==> src/rtl/atxps_pkg.sv <==
package atxps_pkg;

  typedef enum logic [2:0] {
    PH_HALT     = 3'd0,
    PH_PREWAIT  = 3'd1,
    PH_AWAIT    = 3'd2,
    PH_SETTLE   = 3'd3,
    PH_RUN      = 3'd4,
    PH_DROP     = 3'd5,
    PH_RELEASE  = 3'd6,
    PH_DEBOUNCE = 3'd7
  } phase_t;

  typedef enum logic [2:0] {
    CFG_PREWAIT  = 3'd0,
    CFG_SETTLE   = 3'd1,
    CFG_HOLD_LIM = 3'd2,
    CFG_DROP_TO  = 3'd3,
    CFG_DEBOUNCE = 3'd4
  } cfg_idx_t;

  localparam int unsigned CfgIdxW = 3;
  localparam int unsigned CfgDataW = 16;

  localparam logic [4:0] WarmCauses = 5'h1E;
  localparam logic [2:0] BlinkMask = 3'h7;

  localparam logic [7:0]  PrewaitRst  = 8'd100;
  localparam logic [7:0]  SettleRst   = 8'd50;
  localparam logic [15:0] HoldLimRst  = 16'd1700;
  localparam logic [7:0]  DropToRst   = 8'd100;
  localparam logic [7:0]  DebounceRst = 8'd10;

  typedef struct packed {
    logic [7:0]  prewait_ticks;
    logic [7:0]  settle_ticks;
    logic [15:0] hold_limit;
    logic [7:0]  drop_timeout_ticks;
    logic [7:0]  debounce_ticks;
  } cfg_t;

  typedef struct packed {
    phase_t      phase;
    logic [7:0]  tick_left;
    logic        button_seen;
    logic        off_by_button;
    logic [15:0] previous_hold;
    logic        supply;
    logic        led;
    logic        led_off;
  } seq_state_t;

  typedef struct packed {
    logic kind;
    logic [4:0] reset_cause;
    logic power_absent;
    logic button_down;
    logic [15:0] hold_count;
  } seq_in_t;

  typedef struct packed {
    logic cpu_soft_reset;
    logic power_cut;
  } seq_pulse_t;

endpackage

==> src/rtl/atxps_step.sv <==
// Next-state logic for one word: a restart or one tick.
module atxps_step (
  input  atxps_pkg::cfg_t       cfg,
  input  atxps_pkg::seq_state_t cur,
  input  atxps_pkg::seq_in_t    din,
  output atxps_pkg::seq_state_t nxt,
  output atxps_pkg::seq_pulse_t pulse
);

  logic [7:0] tick_dec;
  logic       dec_zero;
  logic       cold;
  logic       seen_nxt;

  assign tick_dec = cur.tick_left - 8'd1;
  assign dec_zero = (tick_dec == 8'd0);
  assign cold     = ((din.reset_cause & atxps_pkg::WarmCauses) == 5'd0) || din.reset_cause[0];
  assign seen_nxt = cur.button_seen | din.button_down;

  always_comb begin
    nxt   = cur;
    pulse = '0;
    if (!din.kind) begin
      nxt.led     = 1'b0;
      nxt.led_off = 1'b0;
      if (!din.power_absent) begin
        nxt.phase = atxps_pkg::PH_RUN;
      end else if (cold) begin
        nxt.phase       = atxps_pkg::PH_PREWAIT;
        nxt.tick_left   = cfg.prewait_ticks;
        nxt.button_seen = 1'b0;
      end else begin
        nxt.supply    = 1'b1;
        nxt.phase     = atxps_pkg::PH_SETTLE;
        nxt.tick_left = cfg.settle_ticks;
      end
    end else begin
      unique case (cur.phase)
        atxps_pkg::PH_PREWAIT: begin
          nxt.led         = |(cur.tick_left[2:0] & atxps_pkg::BlinkMask);
          nxt.button_seen = seen_nxt;
          nxt.tick_left   = tick_dec;
          if (dec_zero) begin
            if (seen_nxt) begin
              nxt.supply    = 1'b1;
              nxt.phase     = atxps_pkg::PH_SETTLE;
              nxt.tick_left = cfg.settle_ticks;
            end else begin
              nxt.phase = atxps_pkg::PH_AWAIT;
            end
          end
        end
        atxps_pkg::PH_AWAIT: begin
          if (din.button_down) begin
            nxt.supply    = 1'b1;
            nxt.phase     = atxps_pkg::PH_SETTLE;
            nxt.tick_left = cfg.settle_ticks;
          end
        end
        atxps_pkg::PH_SETTLE: begin
          nxt.tick_left = tick_dec;
          if (dec_zero) begin
            nxt.phase = atxps_pkg::PH_RUN;
          end
        end
        atxps_pkg::PH_RUN: begin
          if (din.hold_count > cfg.hold_limit) begin
            nxt.off_by_button = din.button_down;
            nxt.supply        = 1'b0;
            nxt.phase         = atxps_pkg::PH_DROP;
            nxt.tick_left     = cfg.drop_timeout_ticks;
          end else if ((cur.previous_hold != 16'd0) && (din.hold_count == 16'd0)) begin
            pulse.cpu_soft_reset = 1'b1;
          end
          nxt.previous_hold = din.hold_count;
        end
        atxps_pkg::PH_DROP: begin
          // The timeout counter only moves when the supply is still present.
          if (!din.power_absent) begin
            nxt.tick_left = tick_dec;
          end
          if (din.power_absent || dec_zero) begin
            if (cur.off_by_button) begin
              nxt.phase = atxps_pkg::PH_RELEASE;
            end else begin
              nxt.led_off     = 1'b1;
              nxt.phase       = atxps_pkg::PH_HALT;
              pulse.power_cut = 1'b1;
            end
          end
        end
        atxps_pkg::PH_RELEASE: begin
          if (!din.button_down) begin
            nxt.phase     = atxps_pkg::PH_DEBOUNCE;
            nxt.tick_left = cfg.debounce_ticks;
          end
        end
        atxps_pkg::PH_DEBOUNCE: begin
          nxt.tick_left = tick_dec;
          if (dec_zero) begin
            nxt.led_off     = 1'b1;
            nxt.phase       = atxps_pkg::PH_HALT;
            pulse.power_cut = 1'b1;
          end
        end
        atxps_pkg::PH_HALT: begin
          nxt = cur;
        end
        default: begin
          nxt = cur;
        end
      endcase
    end
  end

endmodule

==> src/rtl/atx_power_sequencer.sv <==
// The result word is registered: each accepted word lands in the result register.
// Throughput: one word per cycle unless out_ready stalls a full output register;
// it frees itself in the same cycle its result is taken, so in_ready stays high.
// Reset (rst_n low, synchronous): phase halted, all counters and flags zero,
// supply off, registers back to their default values, output register empty.
module atx_power_sequencer (
  input  logic        clk,
  input  logic        rst_n,
  // configuration write port
  input  logic        cfg_we,
  input  logic [atxps_pkg::CfgIdxW-1:0]  cfg_index,
  input  logic [atxps_pkg::CfgDataW-1:0] cfg_wdata,
  // input channel
  input  logic        in_valid,
  output logic        in_ready,
  input  logic        in_kind,
  input  logic [4:0]  in_reset_cause,
  input  logic        in_power_absent,
  input  logic        in_button_down,
  input  logic [15:0] in_hold_count,
  // result channel
  output logic        out_valid,
  input  logic        out_ready,
  output logic        out_supply_on,
  output logic        out_led_on,
  output logic        out_led_disabled,
  output logic        out_cpu_soft_reset,
  output logic        out_hard_reset,
  output logic [2:0]  out_phase
);

  atxps_pkg::cfg_t       cfg_r;
  atxps_pkg::seq_state_t state_r;
  atxps_pkg::seq_state_t state_nxt;
  atxps_pkg::seq_pulse_t pulse_nxt;
  atxps_pkg::seq_in_t    din;
  atxps_pkg::seq_pulse_t pulse_r;
  logic                  out_valid_r;
  logic                  accept;

  // Configuration registers: a write lands at once; unknown indexes drop.
  always_ff @(posedge clk) begin
    if (!rst_n) begin
      cfg_r.prewait_ticks      <= atxps_pkg::PrewaitRst;
      cfg_r.settle_ticks       <= atxps_pkg::SettleRst;
      cfg_r.hold_limit         <= atxps_pkg::HoldLimRst;
      cfg_r.drop_timeout_ticks <= atxps_pkg::DropToRst;
      cfg_r.debounce_ticks     <= atxps_pkg::DebounceRst;
    end else if (cfg_we) begin
      case (cfg_index)
        atxps_pkg::CFG_PREWAIT:  cfg_r.prewait_ticks      <= cfg_wdata[7:0];
        atxps_pkg::CFG_SETTLE:   cfg_r.settle_ticks       <= cfg_wdata[7:0];
        atxps_pkg::CFG_HOLD_LIM: cfg_r.hold_limit         <= cfg_wdata;
        atxps_pkg::CFG_DROP_TO:  cfg_r.drop_timeout_ticks <= cfg_wdata[7:0];
        atxps_pkg::CFG_DEBOUNCE: cfg_r.debounce_ticks     <= cfg_wdata[7:0];
        default: ;
      endcase
    end
  end

  // Take a new word whenever the result register is empty or being drained.
  assign in_ready = !out_valid_r || out_ready;
  assign accept   = in_valid && in_ready;

  assign din.kind         = in_kind;
  assign din.reset_cause  = in_reset_cause;
  assign din.power_absent = in_power_absent;
  assign din.button_down  = in_button_down;
  assign din.hold_count   = in_hold_count;

  atxps_step u_step (
    .cfg   (cfg_r),
    .cur   (state_r),
    .din   (din),
    .nxt   (state_nxt),
    .pulse (pulse_nxt)
  );

  // Sequencer state: advance only on an accepted word, otherwise hold.
  always_ff @(posedge clk) begin
    if (!rst_n) begin
      state_r <= '0;
    end else if (accept) begin
      state_r <= state_nxt;
    end
  end

  // Result register: pulses are captured with the state they belong to.
  always_ff @(posedge clk) begin
    if (!rst_n) begin
      out_valid_r <= 1'b0;
      pulse_r     <= '0;
    end else begin
      if (accept) begin
        out_valid_r <= 1'b1;
        pulse_r     <= pulse_nxt;
      end else if (out_ready) begin
        out_valid_r <= 1'b0;
      end
    end
  end

  // Level outputs come straight from the state register, which moves only
  // together with the result register.
  assign out_valid          = out_valid_r;
  assign out_supply_on      = state_r.supply;
  assign out_led_on         = state_r.led;
  assign out_led_disabled   = state_r.led_off;
  assign out_cpu_soft_reset = pulse_r.cpu_soft_reset;
  assign out_hard_reset     = pulse_r.power_cut;
  assign out_phase          = state_r.phase;

endmodule

==> config.mk <==
export PLATFORM = sky130hd
export DESIGN_NAME = atx_power_sequencer
export DESIGN_NICKNAME = d
export VERILOG_FILES = /design/src/rtl/atxps_pkg.sv /design/src/rtl/atxps_step.sv /design/src/rtl/atx_power_sequencer.sv
export SDC_FILE = /design/constraint.sdc
export NUM_CORES = 1
export LEC_CHECK = 0
export ABC_AREA = 1
export BUFFER_PORTS_ARGS = -buffer_cell sky130_fd_sc_hd__buf_2
export CORE_ASPECT_RATIO = 0.75
export CORE_UTILIZATION = 65
export CTS_BUF_LIST = sky130_fd_sc_hd__clkbuf_8
export CTS_CLUSTER_SIZE = 40
export DETAILED_ROUTE_END_ITERATION = 7
export PLACE_DENSITY = 0.88
export SKIP_LAST_GASP = 1
export SLEW_MARGIN = 10
export SYNTH_ARGS = -nofsm -noshare
export SYNTH_HDL_FRONTEND = slang
export SYNTH_SLANG_ARGS = --single-unit
==> constraint.sdc <==
create_clock -name clk -period 4.4 [get_ports clk]
set_input_delay 0.66 -clock clk [delete_from_list [all_inputs] [get_ports clk]]
set_output_delay 0.66 -clock clk [all_outputs]
set_load 0.1 [all_outputs]
==> results of run 1 <==
==> layout make-up <==
class / instances / area [um2]
tap: 81 / 101
sequential: 83 / 1660
fill: 498 / 1510
timing repair buffer: 59 / 300
clock buffer: 10 / 138
multi-input combinational: 474 / 2370
inverter: 82 / 310
clock inverter: 6 / 46.3
==> critical path: stages (launching register included) <==
cell,delay [ns]
sky130_fd_sc_hd__dfxtp_1,0.39
sky130_fd_sc_hd__inv_1,0.12
sky130_fd_sc_hd__ha_1,0.28
sky130_fd_sc_hd__ha_1,0.33
sky130_fd_sc_hd__nand2_1,0.06
sky130_fd_sc_hd__nor2_1,0.10
sky130_fd_sc_hd__nand3_1,0.09
sky130_fd_sc_hd__nor2_2,0.10
sky130_fd_sc_hd__nand3_1,0.22
sky130_fd_sc_hd__nor2_4,0.24
sky130_fd_sc_hd__nand2_1,0.07
sky130_fd_sc_hd__a21oi_1,0.12
sky130_fd_sc_hd__nand2_1,0.09
sky130_fd_sc_hd__a21oi_1,0.18
==> power groups by stage <==
stage                     Sequential (mW)  Clock (mW)  Combinational (mW)
after floorplan                     0.845           0               0.300
after detailed placement            0.836           0               0.413
final                               0.820       0.525               0.425
after global placement              0.835           0               0.403
after CTS                           0.819       0.523               0.417
after global routing                0.824       0.556               0.472
==> metal layers <==
metal / part of all wire (%) / track usage [%]
met1: 46 / 48.2
met5: 0 / 0
met3: 10 / 7.61
met4: 1.3 / 9.97
met2: 42 / 52.3
==> final timing paths <==
check	cells after the start	slack, ns	startpoint	endpoint
max	13	1.93	state_r[21]$_SDFFE_PN0P_	state_r[28]$_SDFFE_PN0P_
min	2	0.45	out_led_disabled$_SDFFE_PN0P_	out_led_disabled$_SDFFE_PN0P_
max reg2reg	13	1.93	state_r[21]$_SDFFE_PN0P_	state_r[28]$_SDFFE_PN0P_
min reg2reg	2	0.45	out_led_disabled$_SDFFE_PN0P_	out_led_disabled$_SDFFE_PN0P_
==> kinds of logic after synthesis <==
family / count (synthesis) / synth area share [%]
XOR/XNOR: 1 / 0.197
AND/OR/NAND/NOR: 310 / 30.3
flip-flops: 83 / 37.3
AO/OA/AOI/OAI: 144 / 17.5
adder cells (fa/ha/maj): 19 / 5.34
buffers and inverters: 104 / 9.36
==> through the flow <==
| stage | instance area, um2 | std cells | hold slack (ns) |
|---|---|---|---|
| 5_1_grt | 4930 | 795 | 0.474 |
| 2_1_floorplan | 4450 | 661 | 0.425 |
| 3_3_place_gp | 4750 | 779 | 0.437 |
| 3_5_place_dp | 4750 | 779 | 0.440 |
| 6_report | 4930 | 795 | 0.451 |
| 4_1_cts | 4930 | 795 | 0.452 |
==> cells in the final DEF (no fill, tap or decap), types with 2 or more instances in the layout <==
master / instances
sky130_fd_sc_hd__o31ai_1: 2
sky130_fd_sc_hd__nand2_1: 129
sky130_fd_sc_hd__clkinv_2: 2
sky130_fd_sc_hd__o211ai_1: 14
sky130_fd_sc_hd__a21oi_1: 56
sky130_fd_sc_hd__buf_4: 2
sky130_fd_sc_hd__nand3_1: 37
sky130_fd_sc_hd__nor4_1: 4
sky130_fd_sc_hd__buf_2: 57
sky130_fd_sc_hd__inv_2: 3
sky130_fd_sc_hd__nor2_4: 3
sky130_fd_sc_hd__nand4_1: 6
sky130_fd_sc_hd__inv_1: 76
sky130_fd_sc_hd__o21ai_0: 64
sky130_fd_sc_hd__ha_1: 19
sky130_fd_sc_hd__dfxtp_1: 83
sky130_fd_sc_hd__clkbuf_8: 10
sky130_fd_sc_hd__nor2_1: 109
sky130_fd_sc_hd__inv_6: 2
sky130_fd_sc_hd__clkinv_1: 2
sky130_fd_sc_hd__nor2_2: 3
sky130_fd_sc_hd__nand2_2: 3
sky130_fd_sc_hd__nor3_1: 8
==> synthesized netlist by cell type, types with 2 or more instances <==
cell	n
sky130_fd_sc_hd__nand2_1	129
sky130_fd_sc_hd__nor2_1	109
sky130_fd_sc_hd__dfxtp_1	83
sky130_fd_sc_hd__inv_1	76
sky130_fd_sc_hd__o21ai_0	64
sky130_fd_sc_hd__a21oi_1	56
sky130_fd_sc_hd__nand3_1	37
sky130_fd_sc_hd__ha_1	19
sky130_fd_sc_hd__o211ai_1	14
sky130_fd_sc_hd__clkbuf_1	11
sky130_fd_sc_hd__nor3_1	8
sky130_fd_sc_hd__nand4_1	6
sky130_fd_sc_hd__buf_2	4
sky130_fd_sc_hd__nor4_1	4
sky130_fd_sc_hd__buf_1	3
sky130_fd_sc_hd__buf_4	3
sky130_fd_sc_hd__inv_2	3
sky130_fd_sc_hd__nand2_2	3
sky130_fd_sc_hd__nor2_2	3
sky130_fd_sc_hd__nor2_4	3
sky130_fd_sc_hd__clkinv_1	2
sky130_fd_sc_hd__o31ai_1	2
==> run_summary.xml, run 1 <==
<?xml version="1.0" encoding="UTF-8"?>
<metrics>
  <group name="synthesis">
    <metric name="synth.lib_cells_used.distinct" unit="">41</metric>
    <metric name="synth.yosys.warnings" unit="">0</metric>
    <metric name="synth_enable_flop_cells" unit="">0</metric>
    <metric name="postSynthNetCount" unit="">728</metric>
    <metric name="yosys.area.top_type" unit="">sky130_fd_sc_hd__dfxtp_1</metric>
    <metric name="synth_area" unit="um2">4450</metric>
    <metric name="syn_area_per_cell" unit="um2">6.73</metric>
    <metric name="synth_sequential_area_ratio" unit="%">37.3</metric>
    <metric name="synth.ff_latch_count" unit="">83</metric>
    <metric name="synth_async_sr_flop_share" unit="%">0</metric>
    <metric name="post-synth-top-area-fraction" unit="%">37.3</metric>
    <metric name="synth_top_flop_cell" unit="">sky130_fd_sc_hd__dfxtp_1</metric>
    <metric name="synth_cells" unit="">661</metric>
    <metric name="yosys-top-cells-area" unit="">sky130_fd_sc_hd__dfxtp_1 37%, sky130_fd_sc_hd__nand2_1 11%, sky130_fd_sc_hd__nor2_1 9.2%</metric>
  </group>
  <group name="sta">
    <metric name="fmax" unit="MHz">404</metric>
    <metric name="hold_violations" unit="">0</metric>
    <metric name="period_share" unit="%">56.2</metric>
    <metric name="rsz_0062_raised_after_global_routing" unit="">false</metric>
    <metric name="max_slew.worst_pin.slew" unit="ns">0.671</metric>
    <metric name="post-route-worst-setup-slack" unit="ns">1.93</metric>
    <metric name="finalMaxSlewViolations" unit="">0</metric>
    <metric name="setup-violations-final" unit="">0</metric>
    <metric name="setup_tns" unit="ns">0</metric>
    <metric name="fin_crit" unit="ns">2.47</metric>
    <metric name="worst_clock_skew" unit="ns">0.0127</metric>
    <metric name="relSlewSlack" unit="%">55.1</metric>
  </group>
  <group name="clock_tree">
    <metric name="cts.hold.buffers_added" unit="">0</metric>
    <metric name="clock_insertion_delay_worst_skew" unit="ns">0.36</metric>
    <metric name="cts_inserted_buffers" unit="">9</metric>
    <metric name="cts.path.max_buffers" unit="">2</metric>
    <metric name="clk_transition_reported_paths" unit="ns">0.08</metric>
    <metric name="ctsHtreeMaxLevel" unit="">3</metric>
    <metric name="cell_at_the_root_of_the_clock_tree" unit="">sky130_fd_sc_hd__clkbuf_8</metric>
    <metric name="post_cts_resize_count" unit="">0</metric>
    <metric name="cts_num_sinks" unit="">83</metric>
    <metric name="cts.repair_timing.setup_buffer_count" unit="">0</metric>
    <metric name="clock_tree_from_tritoncts" unit="">done</metric>
  </group>
  <group name="final_layout">
    <metric name="final_net_count" unit="">776</metric>
    <metric name="syn_to_final_growth" unit="%">10.8</metric>
    <metric name="finalCoreUtilization" unit="%">76.5</metric>
    <metric name="largest_register_ff_count" unit="">48</metric>
    <metric name="largest_register_by_flop_count" unit="">cfg_r</metric>
    <metric name="post_route_cells_drive_above_1_share" unit="%">13.0</metric>
    <metric name="antenna_cells_inserted" unit="">0</metric>
  </group>
  <group name="die">
    <metric name="io_pins" unit="">58</metric>
    <metric name="die_width" unit="um">97.5</metric>
    <metric name="die_area" unit="um2">7190</metric>
    <metric name="floorplan.die.height" unit="um">73.7</metric>
    <metric name="initial_core_util" unit="%">69.1</metric>
    <metric name="site_rows" unit="">25</metric>
    <metric name="core_region_area" unit="um2">6440</metric>
  </group>
  <group name="status">
    <metric name="outcome" unit="">finished, final reports clean</metric>
  </group>
  <group name="global_routing">
    <metric name="combined_global_route_utilization_of_all_metal_layers" unit="%">34.0</metric>
    <metric name="grt_antenna_before_repair" unit="">0</metric>
    <metric name="grt_max_degree" unit="">59</metric>
    <metric name="first_pass_grt_wire_length" unit="um">19200</metric>
    <metric name="overflow_left_after_global_routing" unit="">0</metric>
    <metric name="grt_pass1_vias" unit="">3999</metric>
  </group>
  <group name="power">
    <metric name="p_total" unit="mW">1.77</metric>
    <metric name="clock_power_share" unit="%">29.6</metric>
    <metric name="maximum_vdd_ir_drop" unit="mV">0.218</metric>
    <metric name="net-switching-power" unit="mW">0.625</metric>
    <metric name="leakagePower" unit="nW">2.33</metric>
    <metric name="seq_power_share" unit="%">46.3</metric>
    <metric name="power.combinational.fraction" unit="%">24.0</metric>
    <metric name="internal-power" unit="mW">1.15</metric>
    <metric name="power_density" unit="nW/um2">359</metric>
    <metric name="p_sw_share" unit="%">35.3</metric>
  </group>
  <group name="worst_setup_path">
    <metric name="startpoint_type" unit="">register</metric>
    <metric name="endpoint_kind" unit="">register</metric>
    <metric name="required_arrival_time_at_the_worst_endpoint" unit="ns">4.67</metric>
    <metric name="setup.worst_path.class" unit="">register to register</metric>
    <metric name="critical_path.max_fanout" unit="">7</metric>
    <metric name="arrival" unit="ns">2.74</metric>
  </group>
  <group name="route">
    <metric name="avgRoutedWirePerCell" unit="um">14.6</metric>
    <metric name="drtIter0Drc" unit="">377</metric>
    <metric name="ant_nets" unit="">0</metric>
    <metric name="drt-vias-per-instance" unit="">5.72</metric>
    <metric name="vias" unit="">4544</metric>
    <metric name="drc_viols" unit="">0</metric>
    <metric name="detailedRoute.firstPassIterationCount" unit="">5</metric>
    <metric name="route.final.wire_length" unit="um">11600</metric>
  </group>
  <group name="hold_path">
    <metric name="timing.hold.worst.class" unit="">register to register</metric>
  </group>
  <group name="place">
    <metric name="hpwl" unit="um">8560</metric>
    <metric name="port-buffer-count" unit="">57</metric>
    <metric name="pre_cts_slack" unit="ns">1.86</metric>
    <metric name="globalplace.congestion" unit="">0.903</metric>
  </group>
  <group name="job">
    <metric name="maxCapViolations" unit="">0</metric>
  </group>
</metrics>
No activity file was read; power rests on OpenSTA's default activity.
==> run 2: changes to the inputs <==
- CORE_UTILIZATION: 65 -> 60
- PLACE_DENSITY: 0.88 -> 0.82
- clock period: 4.4 -> 2.4 ns (I/O delays scaled with it)
==> run 2 against run 1 <==
Effect of this change:
- routed wire length increased by 1.5%
- critical endpoint is now out_phase[0]$_SDFFE_PN0P_
- critical path depth increased by 1
- sequential share of layout area is 0.90 points lower
- die area rose by 8.1%
- worst setup slack got worse by 1.7 ns
- flip-flop and latch count stayed put
- combinational power up 90%
- global-route usage is 2.1 points lower
- cell area increased by 2.9%
==> run_summary.xml, run 2 (synthesis results as in run 1) <==
<?xml version="1.0" encoding="UTF-8"?>
<metrics>
  <group name="status">
    <metric name="outcome" unit="">finished, final reports clean</metric>
  </group>
  <group name="clock_tree">
    <metric name="cts_inserted_buffers" unit="">9</metric>
    <metric name="cts.hold.buffers_added" unit="">0</metric>
    <metric name="cts_num_sinks" unit="">83</metric>
    <metric name="clock_tree_from_tritoncts" unit="">done</metric>
    <metric name="cts.path.max_buffers" unit="">2</metric>
    <metric name="ctsHtreeMaxLevel" unit="">3</metric>
    <metric name="cell_at_the_root_of_the_clock_tree" unit="">sky130_fd_sc_hd__clkbuf_8</metric>
    <metric name="clock_insertion_delay_worst_skew" unit="ns">0.36</metric>
    <metric name="clk_transition_reported_paths" unit="ns">0.09</metric>
  </group>
  <group name="power">
    <metric name="leakagePower" unit="nW">2.38</metric>
    <metric name="internal-power" unit="mW">2.22</metric>
    <metric name="p_sw_share" unit="%">34.1</metric>
    <metric name="maximum_vdd_ir_drop" unit="mV">0.335</metric>
    <metric name="p_total" unit="mW">3.36</metric>
    <metric name="seq_power_share" unit="%">44.7</metric>
    <metric name="clock_power_share" unit="%">31.3</metric>
    <metric name="net-switching-power" unit="mW">1.15</metric>
    <metric name="power.combinational.fraction" unit="%">24.0</metric>
    <metric name="power_density" unit="nW/um2">663</metric>
  </group>
  <group name="sta">
    <metric name="rsz_0062_raised_after_global_routing" unit="">true</metric>
    <metric name="hold_violations" unit="">0</metric>
    <metric name="hold-worst-slack" unit="ns">0.220</metric>
    <metric name="worst_clock_skew" unit="ns">0.0134</metric>
    <metric name="fmax" unit="MHz">452</metric>
    <metric name="setup-violations-final" unit="">0</metric>
    <metric name="finalMaxSlewViolations" unit="">0</metric>
    <metric name="max_slew.worst_pin.slew" unit="ns">0.540</metric>
    <metric name="fin_crit" unit="ns">2.21</metric>
    <metric name="relSlewSlack" unit="%">63.9</metric>
    <metric name="period_share" unit="%">92.2</metric>
  </group>
  <group name="worst_setup_path">
    <metric name="slowest_delay" unit="ns">0.36</metric>
    <metric name="critical_path.reg2reg.endpoint" unit="">out_phase[0]$_SDFFE_PN0P_</metric>
    <metric name="required_arrival_time_at_the_worst_endpoint" unit="ns">2.69</metric>
    <metric name="startpoint_type" unit="">register</metric>
    <metric name="worstPathCellList" unit="">inv_1 &gt; ha_2 &gt; ha_1 &gt; nand2_1 &gt; nor2_1 &gt; nand3_1 &gt; nor2_4 &gt; nand3_4 &gt; nor2_4 &gt; buf_4 &gt; nor3_1 &gt; nor2_1 &gt; nor2_1 &gt; nor2_1</metric>
    <metric name="r2r.worst_path.cells" unit="">14</metric>
    <metric name="cp_dominant_cell_by_count" unit="">sky130_fd_sc_hd__nor2_1</metric>
    <metric name="crit-reg2reg-launch" unit="">state_r[21]$_SDFFE_PN0P_</metric>
    <metric name="critical_path.max_fanout" unit="">7</metric>
    <metric name="worst-path-buf-inv" unit="">2</metric>
    <metric name="worst_path_max_delay_cell" unit="">sky130_fd_sc_hd__dfxtp_2</metric>
    <metric name="path_delay_family" unit="">simple AND/OR/NAND/NOR gates</metric>
    <metric name="arrival" unit="ns">2.50</metric>
    <metric name="endpoint_kind" unit="">register</metric>
    <metric name="setup.worst_path.class" unit="">register to register</metric>
    <metric name="timing.reg2reg.setup_slack" unit="ns">0.19</metric>
  </group>
  <group name="die">
    <metric name="die_width" unit="um">101</metric>
    <metric name="io_pins" unit="">58</metric>
    <metric name="floorplan.die.height" unit="um">76.6</metric>
    <metric name="site_rows" unit="">26</metric>
    <metric name="initial_core_util" unit="%">63.6</metric>
    <metric name="die_area" unit="um2">7770</metric>
    <metric name="core_region_area" unit="um2">6990</metric>
  </group>
  <group name="hold_path">
    <metric name="hold_depth" unit="">3</metric>
    <metric name="timing.hold.worst.class" unit="">input pin to register</metric>
    <metric name="whs_endpoint" unit="">cfg_r[25]$_SDFFE_PN1P_</metric>
    <metric name="worstHoldStart" unit="">cfg_wdata[9]</metric>
  </group>
  <group name="place">
    <metric name="hpwl" unit="um">8990</metric>
    <metric name="globalplace.congestion" unit="">0.974</metric>
    <metric name="placed_cell_area" unit="um2">4830</metric>
    <metric name="port-buffer-count" unit="">57</metric>
  </group>
  <group name="final_layout">
    <metric name="layout.cells.most_common" unit="">sky130_fd_sc_hd__nand2_1</metric>
    <metric name="finalCoreUtilization" unit="%">72.5</metric>
    <metric name="antenna_cells_inserted" unit="">0</metric>
    <metric name="largest_register_by_flop_count" unit="">cfg_r</metric>
    <metric name="post_layout_instance_area" unit="um2">5070</metric>
    <metric name="post_route_cells_drive_above_1_share" unit="%">14.7</metric>
    <metric name="layout.filler_cells" unit="">594</metric>
    <metric name="syn_to_final_growth" unit="%">14.0</metric>
    <metric name="footprint_of_the_multi_input_gates" unit="um2">2400</metric>
    <metric name="largest_register_ff_count" unit="">48</metric>
    <metric name="register_area" unit="um2">1660</metric>
    <metric name="most-common-layout-cells" unit="">127 x sky130_fd_sc_hd__nand2_1, 109 x sky130_fd_sc_hd__nor2_1, 81 x sky130_fd_sc_hd__dfxtp_1, 76 x sky130_fd_sc_hd__inv_1, 64 x sky130_fd_sc_hd__o21ai_0</metric>
    <metric name="final_net_count" unit="">783</metric>
  </group>
  <group name="route">
    <metric name="drc_viols" unit="">0</metric>
    <metric name="detailedRoute.firstPassIterationCount" unit="">5</metric>
    <metric name="avgRoutedWirePerCell" unit="um">14.4</metric>
    <metric name="route.final.wire_length" unit="um">11800</metric>
    <metric name="vias" unit="">4526</metric>
    <metric name="drtIter0Drc" unit="">364</metric>
    <metric name="drt-vias-per-instance" unit="">5.53</metric>
    <metric name="ant_nets" unit="">0</metric>
  </group>
  <group name="job">
    <metric name="maxCapViolations" unit="">0</metric>
  </group>
  <group name="global_routing">
    <metric name="grt_max_degree" unit="">45</metric>
    <metric name="grt_pass1_vias" unit="">4104</metric>
    <metric name="grt_antenna_before_repair" unit="">0</metric>
    <metric name="first_pass_grt_wire_length" unit="um">19500</metric>
    <metric name="combined_global_route_utilization_of_all_metal_layers" unit="%">32.0</metric>
    <metric name="overflow_left_after_global_routing" unit="">0</metric>
  </group>
</metrics>
-- run 2: cell count changes in the layout (fill, tap and decap cells not counted), sizes merged --
cell,delta
buf,+7
clkinvlp,-1
bufinv,+1
-- run 2: area by class of cell --
cell class,count,area share (%)
repair buffers,66,7.20
well taps,98,2.42
clock buffers,10,2.71
clock inverters,6,1.38
flip-flops and latches,83,32.8
multi-input cells,474,47.4
inverters,82,6.12
-- run 2: metal layers --
metal	GRT usage, %	part of all wire [%]	vias to the layer above
li1	-	-	2268
met2	48.3	43	237
met4	10.0	1.4	0
met5	0	0	-
met3	6.15	9.3	19
met1	45.7	46	2002
-- run 2: worst max path at each step --
| stage | to | slack [ns] | depth (start not counted) | start |
|---|---|---|---|---|
| global placement | state_r[26]$_SDFFE_PN0P_ | 0.21 | 13 | state_r[21]$_SDFFE_PN0P_ |
| detailed placement | state_r[26]$_SDFFE_PN0P_ | 0.14 | 13 | state_r[21]$_SDFFE_PN0P_ |
| global route | state_r[24]$_SDFFE_PN0P_ | -0.05 | 13 | state_r[21]$_SDFFE_PN0P_ |
| finish | out_phase[0]$_SDFFE_PN0P_ | 0.19 | 14 | state_r[21]$_SDFFE_PN0P_ |
| CTS | state_r[26]$_SDFFE_PN0P_ | 0.14 | 13 | state_r[21]$_SDFFE_PN0P_ |
| floorplan | state_r[21]$_SDFFE_PN0P_ | 0.30 | 9 | out_valid$_SDFFE_PN0P_ |
-- run 2: worst register-to-register path: cells and delay by family (launching register included) --
family | cells | cell delay [ns]
DFF | 1 | 0.36
and+or+nand+nor | 10 | 1.04
adders and majority gates | 2 | 0.53
buffers and inverters | 2 | 0.24
-- run 2: timing repair --
item / in CTS / in global routing
setup buffers: 0 / 1
endpoints found under the setup margin: 0 / 11
resized for setup: 0 / 7
-- run 2: power groups by stage --
stage	clock network [mW]	registers, mW	logic, mW
2_1_floorplan	0	1.55	0.550
3_3_place_gp	0	1.53	0.750
3_5_place_dp	0	1.53	0.771
4_1_cts	1.06	1.50	0.777
5_1_grt	1.13	1.51	0.894
6_report	1.05	1.50	0.808
-- run 2: through the flow --
step / worst slack (ns) / setup TNS, ns / instances
after floorplan: 0.299 / 0 / 661
after global placement: 0.211 / 0 / 802
after detailed placement: 0.140 / 0 / 802
after CTS: 0.137 / 0 / 818
after global routing: -0.0512 / -0.122 / 819
final: 0.188 / 0 / 819
==> run 3: changes to the inputs <==
- CELL_PAD_IN_SITES_DETAIL_PLACEMENT: not set -> 0
- CELL_PAD_IN_SITES_GLOBAL_PLACEMENT: not set -> 2
- CORE_UTILIZATION: 60 -> 33
- PLACE_DENSITY: 0.82 -> not set
- PLACE_DENSITY_LB_ADDON: not set -> 0.1
==> run 3 against run 2 <==
Effect of this change:
- routed wire length is 11% higher
- clock skew is 0.0013 ns lower
- sequential share of layout area is 0.71 points lower
- power is 3.5% higher
- critical path type unchanged
- hold slack better by 0.0026 ns
- worst setup slack worse by 0.010 ns
- clock-buffer cell count is 1 lower
- non-clock buffer count is 2 higher
==> run_summary.xml, run 3 (synthesis results as in run 1) <==
<?xml version="1.0" encoding="UTF-8"?>
<metrics>
  <group name="place">
    <metric name="hpwl" unit="um">10000</metric>
    <metric name="globalplace.congestion" unit="">0.834</metric>
    <metric name="placed_cell_area" unit="um2">4930</metric>
    <metric name="port-buffer-count" unit="">57</metric>
  </group>
  <group name="die">
    <metric name="floorplan.die.height" unit="um">103</metric>
    <metric name="io_pins" unit="">58</metric>
    <metric name="core_region_area" unit="um2">13100</metric>
    <metric name="site_rows" unit="">36</metric>
    <metric name="initial_core_util" unit="%">34.1</metric>
    <metric name="die_width" unit="um">136</metric>
    <metric name="die_area" unit="um2">14000</metric>
  </group>
  <group name="hold_path">
    <metric name="hold_depth" unit="">3</metric>
    <metric name="timing.hold.worst.class" unit="">input pin to register</metric>
    <metric name="worstHoldStart" unit="">cfg_wdata[9]</metric>
    <metric name="whs_endpoint" unit="">cfg_r[25]$_SDFFE_PN1P_</metric>
  </group>
  <group name="final_layout">
    <metric name="register_area" unit="um2">1660</metric>
    <metric name="largest_register_by_flop_count" unit="">cfg_r</metric>
    <metric name="footprint_of_the_multi_input_gates" unit="um2">2390</metric>
    <metric name="syn_to_final_growth" unit="%">16.5</metric>
    <metric name="layout.filler_cells" unit="">1479</metric>
    <metric name="post_layout_instance_area" unit="um2">5180</metric>
    <metric name="largest_register_ff_count" unit="">48</metric>
    <metric name="post_route_cells_drive_above_1_share" unit="%">14.8</metric>
    <metric name="final_net_count" unit="">785</metric>
    <metric name="finalCoreUtilization" unit="%">39.7</metric>
    <metric name="most-common-layout-cells" unit="">127 x sky130_fd_sc_hd__nand2_1, 109 x sky130_fd_sc_hd__nor2_1, 81 x sky130_fd_sc_hd__dfxtp_1, 76 x sky130_fd_sc_hd__inv_1, 64 x sky130_fd_sc_hd__o21ai_0</metric>
    <metric name="antenna_cells_inserted" unit="">0</metric>
    <metric name="layout.cells.most_common" unit="">sky130_fd_sc_hd__nand2_1</metric>
  </group>
  <group name="sta">
    <metric name="fin_crit" unit="ns">2.22</metric>
    <metric name="max_slew.worst_pin.slew" unit="ns">0.540</metric>
    <metric name="rsz_0062_raised_after_global_routing" unit="">true</metric>
    <metric name="hold_violations" unit="">0</metric>
    <metric name="fmax" unit="MHz">450</metric>
    <metric name="setup-violations-final" unit="">0</metric>
    <metric name="relSlewSlack" unit="%">64.0</metric>
    <metric name="setup_tns" unit="ns">0</metric>
    <metric name="worst_clock_skew" unit="ns">0.0121</metric>
    <metric name="period_share" unit="%">92.6</metric>
    <metric name="finalMaxSlewViolations" unit="">0</metric>
  </group>
  <group name="worst_setup_path">
    <metric name="critical_path.reg2reg.endpoint" unit="">out_phase[0]$_SDFFE_PN0P_</metric>
    <metric name="crit-reg2reg-launch" unit="">state_r[21]$_SDFFE_PN0P_</metric>
    <metric name="r2r.worst_path.cells" unit="">14</metric>
    <metric name="required_arrival_time_at_the_worst_endpoint" unit="ns">2.69</metric>
    <metric name="worst_path_max_delay_cell" unit="">sky130_fd_sc_hd__dfxtp_2</metric>
    <metric name="setup.worst_path.class" unit="">register to register</metric>
    <metric name="arrival" unit="ns">2.52</metric>
    <metric name="startpoint_type" unit="">register</metric>
    <metric name="timing.reg2reg.setup_slack" unit="ns">0.18</metric>
    <metric name="slowest_delay" unit="ns">0.36</metric>
    <metric name="critical_path.max_fanout" unit="">7</metric>
    <metric name="endpoint_kind" unit="">register</metric>
    <metric name="cp_dominant_cell_by_count" unit="">sky130_fd_sc_hd__nor2_1</metric>
    <metric name="worstPathCellList" unit="">inv_1 &gt; ha_1 &gt; ha_1 &gt; nand2_1 &gt; nor2_1 &gt; nand3_1 &gt; nor2_2 &gt; nand3_2 &gt; nor2_4 &gt; buf_4 &gt; nor3_1 &gt; nor2_1 &gt; nor2_1 &gt; nor2_1</metric>
  </group>
  <group name="route">
    <metric name="ant_nets" unit="">0</metric>
    <metric name="drc_viols" unit="">0</metric>
    <metric name="drt-vias-per-instance" unit="">4.90</metric>
    <metric name="vias" unit="">4380</metric>
    <metric name="avgRoutedWirePerCell" unit="um">14.6</metric>
    <metric name="detailedRoute.firstPassIterationCount" unit="">5</metric>
    <metric name="drtIter0Drc" unit="">253</metric>
    <metric name="route.final.wire_length" unit="um">13000</metric>
  </group>
  <group name="clock_tree">
    <metric name="clk_transition_reported_paths" unit="ns">0.09</metric>
    <metric name="cts.path.max_buffers" unit="">2</metric>
    <metric name="clock_insertion_delay_worst_skew" unit="ns">0.36</metric>
    <metric name="ctsHtreeMaxLevel" unit="">3</metric>
    <metric name="cts_num_sinks" unit="">83</metric>
    <metric name="clock_tree_from_tritoncts" unit="">done</metric>
    <metric name="cts_inserted_buffers" unit="">9</metric>
    <metric name="cell_at_the_root_of_the_clock_tree" unit="">sky130_fd_sc_hd__clkbuf_8</metric>
    <metric name="cts.hold.buffers_added" unit="">0</metric>
  </group>
  <group name="power">
    <metric name="clock_power_share" unit="%">33.7</metric>
    <metric name="net-switching-power" unit="mW">1.18</metric>
    <metric name="power.combinational.fraction" unit="%">23.2</metric>
    <metric name="leakagePower" unit="nW">2.39</metric>
    <metric name="p_sw_share" unit="%">33.9</metric>
    <metric name="maximum_vdd_ir_drop" unit="mV">0.260</metric>
    <metric name="power_density" unit="nW/um2">671</metric>
    <metric name="internal-power" unit="mW">2.30</metric>
    <metric name="seq_power_share" unit="%">43.1</metric>
  </group>
  <group name="global_routing">
    <metric name="grt_antenna_before_repair" unit="">0</metric>
    <metric name="overflow_left_after_global_routing" unit="">0</metric>
    <metric name="first_pass_grt_wire_length" unit="um">20600</metric>
    <metric name="grt_max_degree" unit="">56</metric>
    <metric name="combined_global_route_utilization_of_all_metal_layers" unit="%">19.6</metric>
    <metric name="grt_pass1_vias" unit="">3824</metric>
  </group>
  <group name="status">
    <metric name="outcome" unit="">finished, final reports clean</metric>
  </group>
  <group name="job">
    <metric name="maxCapViolations" unit="">0</metric>
  </group>
</metrics>
[run 3: worst max path at each step]
stage | to | slack [ns] | depth (start not counted) | startpoint
floorplan | state_r[21]$_SDFFE_PN0P_ | 0.30 | 9 | out_valid$_SDFFE_PN0P_
global placement | state_r[28]$_SDFFE_PN0P_ | 0.15 | 13 | state_r[21]$_SDFFE_PN0P_
global route | state_r[27]$_SDFFE_PN0P_ | -0.03 | 13 | state_r[21]$_SDFFE_PN0P_
finish | out_phase[0]$_SDFFE_PN0P_ | 0.18 | 14 | state_r[21]$_SDFFE_PN0P_
detailed placement | state_r[25]$_SDFFE_PN0P_ | 0.07 | 13 | state_r[21]$_SDFFE_PN0P_
CTS | state_r[25]$_SDFFE_PN0P_ | 0.05 | 13 | state_r[21]$_SDFFE_PN0P_
[run 3: power by group through the flow]
stage / Clock [mW] / Combinational (mW) / Sequential, mW
2_1_floorplan: 0 / 0.550 / 1.55
3_3_place_gp: 0 / 0.800 / 1.53
3_5_place_dp: 0 / 0.800 / 1.53
4_1_cts: 1.21 / 0.803 / 1.50
5_1_grt: 1.27 / 0.900 / 1.51
6_report: 1.17 / 0.807 / 1.50
[run 3: area by class of cell]
| cell class | count | area share, % |
|---|---|---|
| multi-input cells | 474 | 46.0 |
| repair buffers | 68 | 7.34 |
| well taps | 171 | 4.13 |
| clock inverters | 7 | 2.03 |
| clock buffers | 9 | 2.39 |
| inverters | 82 | 5.98 |
| flip-flops and latches | 83 | 32.1 |
[run 3: what timing repair did]
item / in CTS / in global routing
resized for setup: 0 / 4
setup endpoints to repair: 0 / 10
setup buffers: 0 / 2
[run 3: stage by stage]
| stage | instances | total power [mW] | setup WS, ns | hold WS (ns) |
|---|---|---|---|---|
| 3_3_place_gp | 876 | 2.33 | 0.149 | 0.433 |
| 2_1_floorplan | 661 | 2.10 | 0.299 | 0.425 |
| 4_1_cts | 892 | 3.52 | 0.0452 | 0.203 |
| 6_report | 894 | 3.48 | 0.178 | 0.222 |
| 5_1_grt | 894 | 3.68 | -0.0316 | 0.222 |
| 3_5_place_dp | 876 | 2.33 | 0.0683 | 0.440 |
[run 3: per-layer routing]
layer	global-route usage (%)	up-vias	share of wire, %
li1	-	2278	-
met1	30.4	1991	57
met2	27.4	102	38
met3	3.39	9	4.4
met4	4.79	0	0.81
met5	0	-	0
[run 3: worst max-delay path: cells and delay by family, from the launching register on]
kind,cells,cell delay [ns]
DFF,1,0.36
adders and majority gates,2,0.59
and+or+nand+nor,10,0.97
buffers and inverters,2,0.23
